$ cat src/rtl/vde_pkg.sv
`timescale 1ns / 1ps
// ----------------------------------------------------------------------------
// vde_pkg
// Shared types and constants of the vector distance engine.
// ----------------------------------------------------------------------------
package vde_pkg;

   localparam int METRIC_W    = 2;
   localparam int DIMS_W      = 9;
   localparam int INDEX_W     = 9;
   localparam int ACC_W       = 40;
   localparam int DIST_W      = 24;
   localparam int ROOT_W      = ACC_W + 1;
   localparam int CSR_INDEX_W = 2;
   localparam int CSR_DATA_W  = 9;

   localparam int QUEUE_DEPTH = 2;
   localparam int QUEUE_PTR_W = 1;
   localparam int QUEUE_CNT_W = 2;

   localparam logic [METRIC_W-1:0] METRIC_EUCLID  = 2'd0;
   localparam logic [METRIC_W-1:0] METRIC_MAX     = 2'd1;
   localparam logic [METRIC_W-1:0] METRIC_TAXICAB = 2'd2;

   localparam logic [CSR_INDEX_W-1:0] CSR_DOMAIN_METRIC = 2'd0;
   localparam logic [CSR_INDEX_W-1:0] CSR_RANGE_METRIC  = 2'd1;
   localparam logic [CSR_INDEX_W-1:0] CSR_DOMAIN_DIMS   = 2'd2;

   localparam logic [INDEX_W-1:0] INDEX_MAX     = '1;
   localparam logic [ACC_W-1:0]   ACC_MAX       = '1;
   localparam logic [DIST_W-1:0]  DIST_MAX      = '1;
   // highest power of four the root search starts from (2^40)
   localparam logic [ROOT_W-1:0]  ROOT_BIT_INIT = 41'h100_0000_0000;

   typedef struct packed {
      logic [METRIC_W-1:0] domain_metric;
      logic [METRIC_W-1:0] range_metric;
      logic [DIMS_W-1:0]   domain_dims;
   } cfg_type;

   typedef struct packed {
      logic to_domain;
      logic use_max;
      logic last;
   } item_ctrl_type;

   typedef struct packed {
      logic root_busy;
      logic emit;
   } back_status_type;

   typedef struct packed {
      logic [ACC_W-1:0]  rem;
      logic [ROOT_W-1:0] res;
   } root_type;

   typedef enum logic [1:0] {
      ST_ACCUM,
      ST_ROOT,
      ST_EMIT
   } back_state_type;

endpackage

$ cat src/rtl/vde_front.sv
`timescale 1ns / 1ps
// ----------------------------------------------------------------------------
// vde_front
// Takes coordinate beats, tracks the coordinate index, routes each beat to
// the domain or range part and forms its increment (square or distance).
// ----------------------------------------------------------------------------
module vde_front #(
   parameter int COORD_BITS = 16
) (
   input  logic                         clock,
   input  logic                         reset,
   input  vde_pkg::cfg_type             cfg,
   input  logic                         req_valid,
   output logic                         req_ready,
   input  logic signed [COORD_BITS-1:0] req_coord_a,
   input  logic signed [COORD_BITS-1:0] req_coord_b,
   input  logic                         req_last_coord,
   input  logic                         q_in_ready,
   output logic                         q_push,
   output logic [2*COORD_BITS-1:0]      q_value,
   output vde_pkg::item_ctrl_type       q_ctrl
);
   import vde_pkg::*;

   localparam int VALUE_W = 2 * COORD_BITS;

   logic [INDEX_W-1:0]    coord_index_ff;
   logic [INDEX_W-1:0]    coord_index_in;
   logic [COORD_BITS:0]   ext_a;
   logic [COORD_BITS:0]   ext_b;
   logic [COORD_BITS:0]   diff;
   logic [COORD_BITS-1:0] abs_d;
   logic [VALUE_W-1:0]    square;
   logic                  is_domain;
   logic [METRIC_W-1:0]   metric;

   assign req_ready = q_in_ready;
   assign q_push    = req_valid && q_in_ready;

   assign ext_a  = {req_coord_a[COORD_BITS-1], req_coord_a};
   assign ext_b  = {req_coord_b[COORD_BITS-1], req_coord_b};
   assign diff   = (req_coord_a >= req_coord_b) ? (ext_a - ext_b) : (ext_b - ext_a);
   assign abs_d  = diff[COORD_BITS-1:0];
   assign square = VALUE_W'(abs_d) * VALUE_W'(abs_d);

   assign is_domain = coord_index_ff < cfg.domain_dims;
   assign metric    = is_domain ? cfg.domain_metric : cfg.range_metric;

   assign q_value          = (metric == METRIC_EUCLID) ? square : VALUE_W'(abs_d);
   assign q_ctrl.to_domain = is_domain;
   assign q_ctrl.use_max   = (metric == METRIC_MAX);
   assign q_ctrl.last      = req_last_coord;

   always_comb begin
      coord_index_in = coord_index_ff;
      if (q_push) begin
         if (req_last_coord) begin
            coord_index_in = '0;
         end else if (coord_index_ff != INDEX_MAX) begin
            coord_index_in = coord_index_ff + 1'b1;
         end
      end
   end

   always_ff @(posedge clock) begin
      if (reset) begin
         coord_index_ff <= '0;
      end else begin
         coord_index_ff <= coord_index_in;
      end
   end

endmodule

$ cat src/rtl/vde_queue.sv
`timescale 1ns / 1ps
// ----------------------------------------------------------------------------
// vde_queue
// Two-entry queue between the front and back parts.
// ----------------------------------------------------------------------------
module vde_queue #(
   parameter int WIDTH = 35
) (
   input  logic             clock,
   input  logic             reset,
   input  logic             in_push,
   output logic             in_ready,
   input  logic [WIDTH-1:0] in_data,
   output logic             out_valid,
   input  logic             out_pop,
   output logic [WIDTH-1:0] out_data
);
   import vde_pkg::*;

   logic [WIDTH-1:0]       mem_ff [QUEUE_DEPTH];
   logic [QUEUE_PTR_W-1:0] wr_ptr_ff;
   logic [QUEUE_PTR_W-1:0] wr_ptr_in;
   logic [QUEUE_PTR_W-1:0] rd_ptr_ff;
   logic [QUEUE_PTR_W-1:0] rd_ptr_in;
   logic [QUEUE_CNT_W-1:0] count_ff;
   logic [QUEUE_CNT_W-1:0] count_in;
   logic                   do_push;
   logic                   do_pop;

   assign in_ready  = count_ff != QUEUE_CNT_W'(QUEUE_DEPTH);
   assign out_valid = count_ff != '0;
   assign out_data  = mem_ff[rd_ptr_ff];
   assign do_push   = in_push && in_ready;
   assign do_pop    = out_pop && out_valid;

   always_comb begin
      wr_ptr_in = do_push ? wr_ptr_ff + 1'b1 : wr_ptr_ff;
      rd_ptr_in = do_pop ? rd_ptr_ff + 1'b1 : rd_ptr_ff;
      count_in  = count_ff;
      if (do_push && !do_pop) begin
         count_in = count_ff + 1'b1;
      end else if (do_pop && !do_push) begin
         count_in = count_ff - 1'b1;
      end
   end

   always_ff @(posedge clock) begin
      if (reset) begin
         wr_ptr_ff <= '0;
         rd_ptr_ff <= '0;
         count_ff  <= '0;
      end else begin
         wr_ptr_ff <= wr_ptr_in;
         rd_ptr_ff <= rd_ptr_in;
         count_ff  <= count_in;
      end
   end

   always_ff @(posedge clock) begin
      if (do_push) begin
         mem_ff[wr_ptr_ff] <= in_data;
      end
   end

endmodule

$ cat src/rtl/vde_back.sv
`timescale 1ns / 1ps
// ----------------------------------------------------------------------------
// vde_back
// Accumulates queued increments per part, runs the square roots at the end
// of a vector and holds the result in the output register.
// ----------------------------------------------------------------------------
module vde_back #(
   parameter int VALUE_W = 32
) (
   input  logic                           clock,
   input  logic                           reset,
   input  vde_pkg::cfg_type               cfg,
   input  logic                           q_valid,
   input  logic [VALUE_W-1:0]             q_value,
   input  vde_pkg::item_ctrl_type         q_ctrl,
   output logic                           q_pop,
   input  logic                           rsp_ready,
   output logic                           rsp_valid,
   output logic [vde_pkg::DIST_W-1:0]     rsp_distance,
   output vde_pkg::back_status_type       status
);
   import vde_pkg::*;

   localparam int SUM_W = ((VALUE_W > ACC_W) ? VALUE_W : ACC_W) + 1;

   back_state_type    state_ff;
   back_state_type    state_in;
   logic [ACC_W-1:0]  dom_acc_ff;
   logic [ACC_W-1:0]  dom_acc_in;
   logic [ACC_W-1:0]  rng_acc_ff;
   logic [ACC_W-1:0]  rng_acc_in;
   root_type          root_dom_ff;
   root_type          root_dom_in;
   root_type          root_rng_ff;
   root_type          root_rng_in;
   logic [ROOT_W-1:0] root_bit_ff;
   logic [ROOT_W-1:0] root_bit_in;
   logic [DIST_W-1:0] fin_dom_ff;
   logic [DIST_W-1:0] fin_dom_in;
   logic [DIST_W-1:0] fin_rng_ff;
   logic [DIST_W-1:0] fin_rng_in;
   logic              rsp_valid_ff;
   logic              rsp_valid_in;
   logic [DIST_W-1:0] rsp_distance_ff;
   logic [DIST_W-1:0] rsp_distance_in;

   logic [ACC_W-1:0]  acc_sel;
   logic [SUM_W-1:0]  acc_ext;
   logic [SUM_W-1:0]  val_ext;
   logic [SUM_W-1:0]  sum;
   logic [SUM_W-1:0]  larger;
   logic [SUM_W-1:0]  cand;
   logic [ACC_W-1:0]  acc_new;
   logic [DIST_W-1:0] dom_dist;
   logic [DIST_W-1:0] rng_dist;

   // one result bit per call of the digit-by-digit square root
   function automatic root_type root_step(input root_type cur,
                                          input logic [ROOT_W-1:0] bit_v);
      root_type          nxt;
      logic [ROOT_W-1:0] trial;
      trial = cur.res + bit_v;
      if (ROOT_W'(cur.rem) >= trial) begin
         nxt.rem = cur.rem - trial[ACC_W-1:0];
         nxt.res = (cur.res >> 1) + bit_v;
      end else begin
         nxt.rem = cur.rem;
         nxt.res = cur.res >> 1;
      end
      return nxt;
   endfunction

   function automatic logic [DIST_W-1:0] sat_dist(input logic [ACC_W-1:0] acc);
      return (acc > ACC_W'(DIST_MAX)) ? DIST_MAX : acc[DIST_W-1:0];
   endfunction

   assign acc_sel = q_ctrl.to_domain ? dom_acc_ff : rng_acc_ff;
   assign acc_ext = SUM_W'(acc_sel);
   assign val_ext = SUM_W'(q_value);
   assign sum     = acc_ext + val_ext;
   assign larger  = (val_ext > acc_ext) ? val_ext : acc_ext;
   assign cand    = q_ctrl.use_max ? larger : sum;
   assign acc_new = (cand > SUM_W'(ACC_MAX)) ? ACC_MAX : cand[ACC_W-1:0];

   assign dom_dist = (cfg.domain_metric == METRIC_EUCLID) ?
                     root_dom_ff.res[DIST_W-1:0] : fin_dom_ff;
   assign rng_dist = (cfg.range_metric == METRIC_EUCLID) ?
                     root_rng_ff.res[DIST_W-1:0] : fin_rng_ff;

   assign rsp_valid    = rsp_valid_ff;
   assign rsp_distance = rsp_distance_ff;

   always_comb begin
      state_in         = state_ff;
      dom_acc_in       = dom_acc_ff;
      rng_acc_in       = rng_acc_ff;
      root_dom_in      = root_dom_ff;
      root_rng_in      = root_rng_ff;
      root_bit_in      = root_bit_ff;
      fin_dom_in       = fin_dom_ff;
      fin_rng_in       = fin_rng_ff;
      rsp_valid_in     = rsp_valid_ff && !rsp_ready;
      rsp_distance_in  = rsp_distance_ff;
      q_pop            = 1'b0;
      status.root_busy = 1'b0;
      status.emit      = 1'b0;
      case (state_ff)
         ST_ACCUM: begin
            q_pop = q_valid;
            if (q_valid) begin
               if (q_ctrl.to_domain) begin
                  dom_acc_in = acc_new;
               end else begin
                  rng_acc_in = acc_new;
               end
               if (q_ctrl.last) begin
                  // snapshot both parts, clear for the next vector
                  root_dom_in.rem = dom_acc_in;
                  root_dom_in.res = '0;
                  root_rng_in.rem = rng_acc_in;
                  root_rng_in.res = '0;
                  fin_dom_in      = sat_dist(dom_acc_in);
                  fin_rng_in      = sat_dist(rng_acc_in);
                  root_bit_in     = ROOT_BIT_INIT;
                  dom_acc_in      = '0;
                  rng_acc_in      = '0;
                  state_in        = ST_ROOT;
               end
            end
         end
         ST_ROOT: begin
            status.root_busy = 1'b1;
            root_dom_in      = root_step(root_dom_ff, root_bit_ff);
            root_rng_in      = root_step(root_rng_ff, root_bit_ff);
            root_bit_in      = root_bit_ff >> 2;
            if (root_bit_ff == ROOT_W'(1)) begin
               state_in = ST_EMIT;
            end
         end
         ST_EMIT: begin
            if (!rsp_valid_ff || rsp_ready) begin
               status.emit     = 1'b1;
               rsp_valid_in    = 1'b1;
               rsp_distance_in = (dom_dist > rng_dist) ? dom_dist : rng_dist;
               state_in        = ST_ACCUM;
            end
         end
         default: begin
            state_in = ST_ACCUM;
         end
      endcase
   end

   always_ff @(posedge clock) begin
      if (reset) begin
         state_ff     <= ST_ACCUM;
         dom_acc_ff   <= '0;
         rng_acc_ff   <= '0;
         rsp_valid_ff <= 1'b0;
      end else begin
         state_ff     <= state_in;
         dom_acc_ff   <= dom_acc_in;
         rng_acc_ff   <= rng_acc_in;
         rsp_valid_ff <= rsp_valid_in;
      end
   end

   always_ff @(posedge clock) begin
      root_dom_ff     <= root_dom_in;
      root_rng_ff     <= root_rng_in;
      root_bit_ff     <= root_bit_in;
      fin_dom_ff      <= fin_dom_in;
      fin_rng_ff      <= fin_rng_in;
      rsp_distance_ff <= rsp_distance_in;
   end

endmodule

$ cat src/rtl/vector_distance_engine.sv
`timescale 1ns / 1ps
// ----------------------------------------------------------------------------
// vector_distance_engine
// Distance between two integer vectors streamed one coordinate pair per beat,
// with separate Euclidean, maximum or taxicab metrics for the domain and
// range parts.
// ----------------------------------------------------------------------------
// Coordinate beats are taken one per cycle while the queue has room and
// accumulated one per cycle while the back part is accumulating.
// The beat marked last_coord ends the vector: the back part then runs the
// digit-by-digit square roots of both parts side by side, one result bit per
// cycle, and then loads the output register. During the root the two-entry
// queue still takes up to two beats of the next vector, and a finished
// distance waits in the output register without holding up the next
// vector's coordinates.
module vector_distance_engine #(
   parameter int COORD_BITS = 16
) (
   input  logic                                clock,
   input  logic                                reset,
   input  logic                                req_valid,
   output logic                                req_ready,
   input  logic signed [COORD_BITS-1:0]        req_coord_a,
   input  logic signed [COORD_BITS-1:0]        req_coord_b,
   input  logic                                req_last_coord,
   output logic                                rsp_valid,
   input  logic                                rsp_ready,
   output logic [vde_pkg::DIST_W-1:0]          rsp_distance,
   input  logic                                csr_write_en,
   input  logic [vde_pkg::CSR_INDEX_W-1:0]     csr_index,
   input  logic [vde_pkg::CSR_DATA_W-1:0]      csr_data
);
   import vde_pkg::*;

   localparam int VALUE_W = 2 * COORD_BITS;
   localparam int CTRL_W  = $bits(item_ctrl_type);
   localparam int ENTRY_W = VALUE_W + CTRL_W;

   cfg_type            cfg_ff;
   cfg_type            cfg_in;
   logic               q_in_ready;
   logic               q_push;
   logic [VALUE_W-1:0] q_in_value;
   item_ctrl_type      q_in_ctrl;
   logic               q_out_valid;
   logic               q_pop;
   logic [ENTRY_W-1:0] q_out_data;
   logic [VALUE_W-1:0] q_out_value;
   item_ctrl_type      q_out_ctrl;
   back_status_type    back_status;

   always_comb begin
      cfg_in = cfg_ff;
      if (csr_write_en) begin
         case (csr_index)
            CSR_DOMAIN_METRIC: cfg_in.domain_metric = csr_data[METRIC_W-1:0];
            CSR_RANGE_METRIC:  cfg_in.range_metric  = csr_data[METRIC_W-1:0];
            CSR_DOMAIN_DIMS:   cfg_in.domain_dims   = csr_data[DIMS_W-1:0];
            default: begin
               cfg_in = cfg_ff;
            end
         endcase
      end
   end

   always_ff @(posedge clock) begin
      if (reset) begin
         cfg_ff <= '0;
      end else begin
         cfg_ff <= cfg_in;
      end
   end

   vde_front #(
      .COORD_BITS (COORD_BITS)
   ) u_front (
      .clock          (clock),
      .reset          (reset),
      .cfg            (cfg_ff),
      .req_valid      (req_valid),
      .req_ready      (req_ready),
      .req_coord_a    (req_coord_a),
      .req_coord_b    (req_coord_b),
      .req_last_coord (req_last_coord),
      .q_in_ready     (q_in_ready),
      .q_push         (q_push),
      .q_value        (q_in_value),
      .q_ctrl         (q_in_ctrl)
   );

   vde_queue #(
      .WIDTH (ENTRY_W)
   ) u_queue (
      .clock     (clock),
      .reset     (reset),
      .in_push   (q_push),
      .in_ready  (q_in_ready),
      .in_data   ({q_in_ctrl, q_in_value}),
      .out_valid (q_out_valid),
      .out_pop   (q_pop),
      .out_data  (q_out_data)
   );

   assign q_out_value = q_out_data[VALUE_W-1:0];
   assign q_out_ctrl  = q_out_data[ENTRY_W-1 -: CTRL_W];

   vde_back #(
      .VALUE_W (VALUE_W)
   ) u_back (
      .clock        (clock),
      .reset        (reset),
      .cfg          (cfg_ff),
      .q_valid      (q_out_valid),
      .q_value      (q_out_value),
      .q_ctrl       (q_out_ctrl),
      .q_pop        (q_pop),
      .rsp_ready    (rsp_ready),
      .rsp_valid    (rsp_valid),
      .rsp_distance (rsp_distance),
      .status       (back_status)
   );

`ifndef ASSERT_OFF
   // a result beat only appears after the back part finished a vector
   a_rsp_after_emit: assert property (@(posedge clock) disable iff (reset)
      $rose(rsp_valid) |-> $past(back_status.emit))
      else $error("result beat without a finished vector");

   // no queue entry is consumed while the roots are running or the queue is empty
   a_pop_legal: assert property (@(posedge clock) disable iff (reset)
      q_pop |-> (q_out_valid && !back_status.root_busy))
      else $error("queue popped while empty or during root");

   a_reset_clears_rsp: assert property (@(posedge clock)
      reset |=> !rsp_valid)
      else $error("result valid after reset");
`endif

endmodule

$ cat config.mk
export PLATFORM = sky130hd
export DESIGN_NAME = vector_distance_engine
export DESIGN_NICKNAME = d
export VERILOG_FILES = /design/src/rtl/vde_pkg.sv /design/src/rtl/vde_front.sv /design/src/rtl/vde_queue.sv /design/src/rtl/vde_back.sv /design/src/rtl/vector_distance_engine.sv
export SDC_FILE = /design/constraint.sdc
export NUM_CORES = 2
export LEC_CHECK = 0
export BUFFER_PORTS_ARGS = -buffer_cell sky130_fd_sc_hd__buf_4
export CORE_UTILIZATION = 50
export DETAILED_ROUTE_END_ITERATION = 8
export HOLD_SLACK_MARGIN = 0.1
export PLACE_DENSITY_LB_ADDON = 0.2
export SLEW_MARGIN = 20
export SYNTH_ARGS = -nofsm -noshare
export SYNTH_HDL_FRONTEND = slang
export SYNTH_SLANG_ARGS = --single-unit
export TNS_END_PERCENT = 100
$ cat constraint.sdc
create_clock -name clock -period 20.6 [get_ports clock]
set_input_delay 2.06 -clock clock [delete_from_list [all_inputs] [get_ports clock]]
set_output_delay 2.06 -clock clock [all_outputs]
set_load 0.005 [all_outputs]
==> results.yml <==
outcome:
  status: "complete, no violations"
sta:
  finalSetupViolCount: 0
  finClkSkew_ps: 25.12
  fin_crit_ps: 12210
  hold_slack_ps: 478.2
  fmax_ghz: 0.08191
  timing.final.crit_share_pct: 59.27
  tightest_slew_ps: 1138
  drv_slew: 0
  finalSetupTns_ps: 0
  hold_viol: 0
  rsz0062_at_grt: "false"
  relSlewSlack_pct: 24.10
yosys:
  yosys_warnings: 0
  syn_inst: 4566
  ys_seq_area_share_pct: 29.04
  synthArstFlopShare_pct: 0
  ys_ff_latch: 435
  netlist_area_sq_um: 41190
  avgSynthCellArea_sq_um: 9.022
  syn-num-nets: 5180
  synth_edf_count: 325
  synth.distinct_cells: 111
  synth_flop_cell: "edfxtp_1"
flow_run:
  cap_violations: 0
routing:
  first_iter_violations: 2801
  drt-total-wl_mm: 115.4
  ant_nets: 0
  drt-vias-per-instance: 5.977
  dr.pass1.iters: 6
  route.detailed.drc: 0
  wl_per_cell_microns: 20.40
  vias: 33810
min_path:
  min_path_type: "reg -> reg"
die:
  num_rows: 104
  die-area_sq_um: 83540
  core-area_sq_um: 81070
  dieWidth_microns: 289.0
  die_y_microns: 289.0
  pin_count: 75
  start_util_pct: 50.81
worst_setup_path:
  required_ps: 20930
  crit_type: "in -> reg"
  path_common_cell: "inv_1"
  slowest_stage: "xor2_1"
  worst_ep_arrival_time_ps: 12540
  cp-end-kind: "flip-flop"
  critical_path.startpoint_type: "primary input"
  cpPeakStageDelay_ps: 780
  regToRegSetupSlack_ps: 12340
  cp_max_fo: 20
clocking:
  clockRootBuffer: "clkbuf_16"
  h-tree-depth: 2
  path_clk_slew_ps: 70
  cts_buffer_depth: 3
  cts_setup_buffers: 0
  worstSkewPairLatency_ps: 620
  cts_tree: "yes"
  numCtsBuffers: 50
  holdBufCountCts: 0
  cts_resized: 0
  cts.sinks: 435
final_layout:
  antenna_cells: 0
  syn2layout_area_growth_pct: 8.353
  nets: 5169
  drive_gt1_share_pct: 7.701
  nFillCells: 7408
placement:
  place_hpwl_mm: 88.08
  numPortBuffers: 74
  gp_congestion: 0.9394
global_route:
  grt_overflow_total: 0
  grt_max_degree: 100
  grt_pass1_wl_mm: 183.9
  grt_use_total_pct: 27.77
  antenna_found_initial: 0
  grt_pass1_vias: 33000
metal layers:
| metal | track usage [%] | share of wire [%] | up-vias |
|---|---|---|---|
| li1 | - | - | 16340 |
| met1 | 37.27 | 44 | 16320 |
| met2 | 46.50 | 47 | 968 |
| met3 | 2.795 | 5.1 | 187 |
| met4 | 9.908 | 3.7 | 0 |
| met5 | 0 | 0 | - |
kinds of logic (layout without fill, tap and decap cells):
| family | count (synthesis) | after routing | share of synthesized area [%] |
|---|---|---|---|
| and+or+nand+nor | 1386 | 1386 | 16.36 |
| AOI/OAI and AO/OA | 1115 | 1115 | 17.83 |
| buffers and inverters | 579 | 610 | 5.431 |
| adders and majority gates | 565 | 565 | 20.24 |
| DFF | 435 | 435 | 29.04 |
| xor gates and xnor gates | 278 | 278 | 5.911 |
| muxes | 208 | 208 | 5.185 |
flip-flops by register name, summed over array words and instances (netlist names), named ones only:
| name | flops |
|---|---|
| u_back.rng_acc_ff | 40 |
| u_back.fin_dom_ff | 24 |
| u_back.rsp_valid | 1 |
| u_queue.rd_ptr_ff | 1 |
| u_back.root_bit_ff | 21 |
| u_queue.count_ff | 2 |
| u_front.coord_index_ff | 9 |
| u_back.root_rng_ff | 81 |
| u_back.dom_acc_ff | 40 |
| cfg_ff | 13 |
| u_back.state_ff | 2 |
| u_back.rsp_distance | 24 |
| u_queue.wr_ptr_ff | 1 |
| u_back.fin_rng_ff | 24 |
| u_back.root_dom_ff | 81 |
| u_queue.mem_ff | 70 |
metrics by stage:
| step | util (%) | setup slack, ps | cells | cell area [sq um] |
|---|---|---|---|---|
| 5_1_grt | 55.06 | 7690 | 5657 | 44640 |
| 6_report | 55.06 | 8391 | 5657 | 44640 |
| 3_5_place_dp | 52.85 | 7866 | 5563 | 42850 |
| 2_1_floorplan | - | 9806 | 4566 | 41190 |
| 3_3_place_gp | 52.85 | 7958 | 5563 | 42850 |
| 4_1_cts | 55.04 | 8467 | 5657 | 44620 |
worst paths after layout:
check,startpoint,depth (start not counted),endpoint
hold / removal,u_back.dom_acc_ff[20],2,u_back.dom_acc_ff[20]
setup / recovery,req_coord_a[0],37,u_queue.mem_ff[1][28]
setup reg to reg,u_back.root_bit_ff[2],24,u_back.root_rng_ff[50]
hold reg to reg,u_back.dom_acc_ff[20],2,u_back.dom_acc_ff[20]
critical path, delay by kind of cell:
family                     cells  cell delay, ps
adders and majority gates      8            3770
buffers and inverters         11            1210
xor gates and xnor gates       2             930
AOI/OAI and AO/OA              8            2550
and+or+nand+nor                7            1670
muxes                          1             300
layout make-up:
class | instances | area (sq um) | share of cell area, %
clock buffer | 62 | 1390 | 3.114
clock inverter | 32 | 385.4 | 0.8634
inverter | 395 | 1486 | 3.330
multi-input combinational | 3552 | 27180 | 60.88
sequential | 435 | 11960 | 26.80
tap | 1060 | 1326 | 2.971
timing repair buffer | 121 | 908.4 | 2.035
placed cells by master (no fill, tap or decap), types with 132 or more instances in the layout:
cell type  Yosys  layout
mux2i_1      165     162
nand2_1      356     354
ha_1         396     396
nor2_1       409     404
edfxtp_1     325     325
fa_1         169     169
xnor2_1      133     132
inv_1        389     388
o21ai_0      256     256
xor2_1       145     145
a21oi_1      243     242
Yosys cell counts, drive strengths merged (14+ instances only):
cell	n	area (sq um)
a211oi	73	565.5
a21boi	17	131.4
a21o	80	600.6
a21oi	244	1232
a22o	15	131.4
a22oi	17	132.6
a2bb2oi	14	122.6
a31o	23	201.4
a31oi	81	513.0
and2	58	364.1
and3	27	168.9
buf	49	247.7
clkbuf	135	506.7
dfxtp	110	2202
edfxtp	325	9759
fa	169	3383
ha	396	4955
inv	391	1468
mux2	43	484.2
mux2i	165	1652
nand2	357	1348
nand2b	56	350.3
nand3	147	830.8
nand3b	18	138.9
nand4	54	337.8
nor2	410	1541
nor2b	67	419.2
nor3	85	430.4
nor4	25	192.7
o211ai	20	150.1
o21a	39	300.3
o21ai	261	1306
o21bai	44	330.3
o22ai	34	212.7
o31a	15	131.4
o31ai	33	252.7
or3	35	224.0
xnor2	133	1165
xor2	145	1270
Power is left out: the tool's default activity adds up to more than one toggle a clock period on the data nets, which glitch-free logic cannot reach.
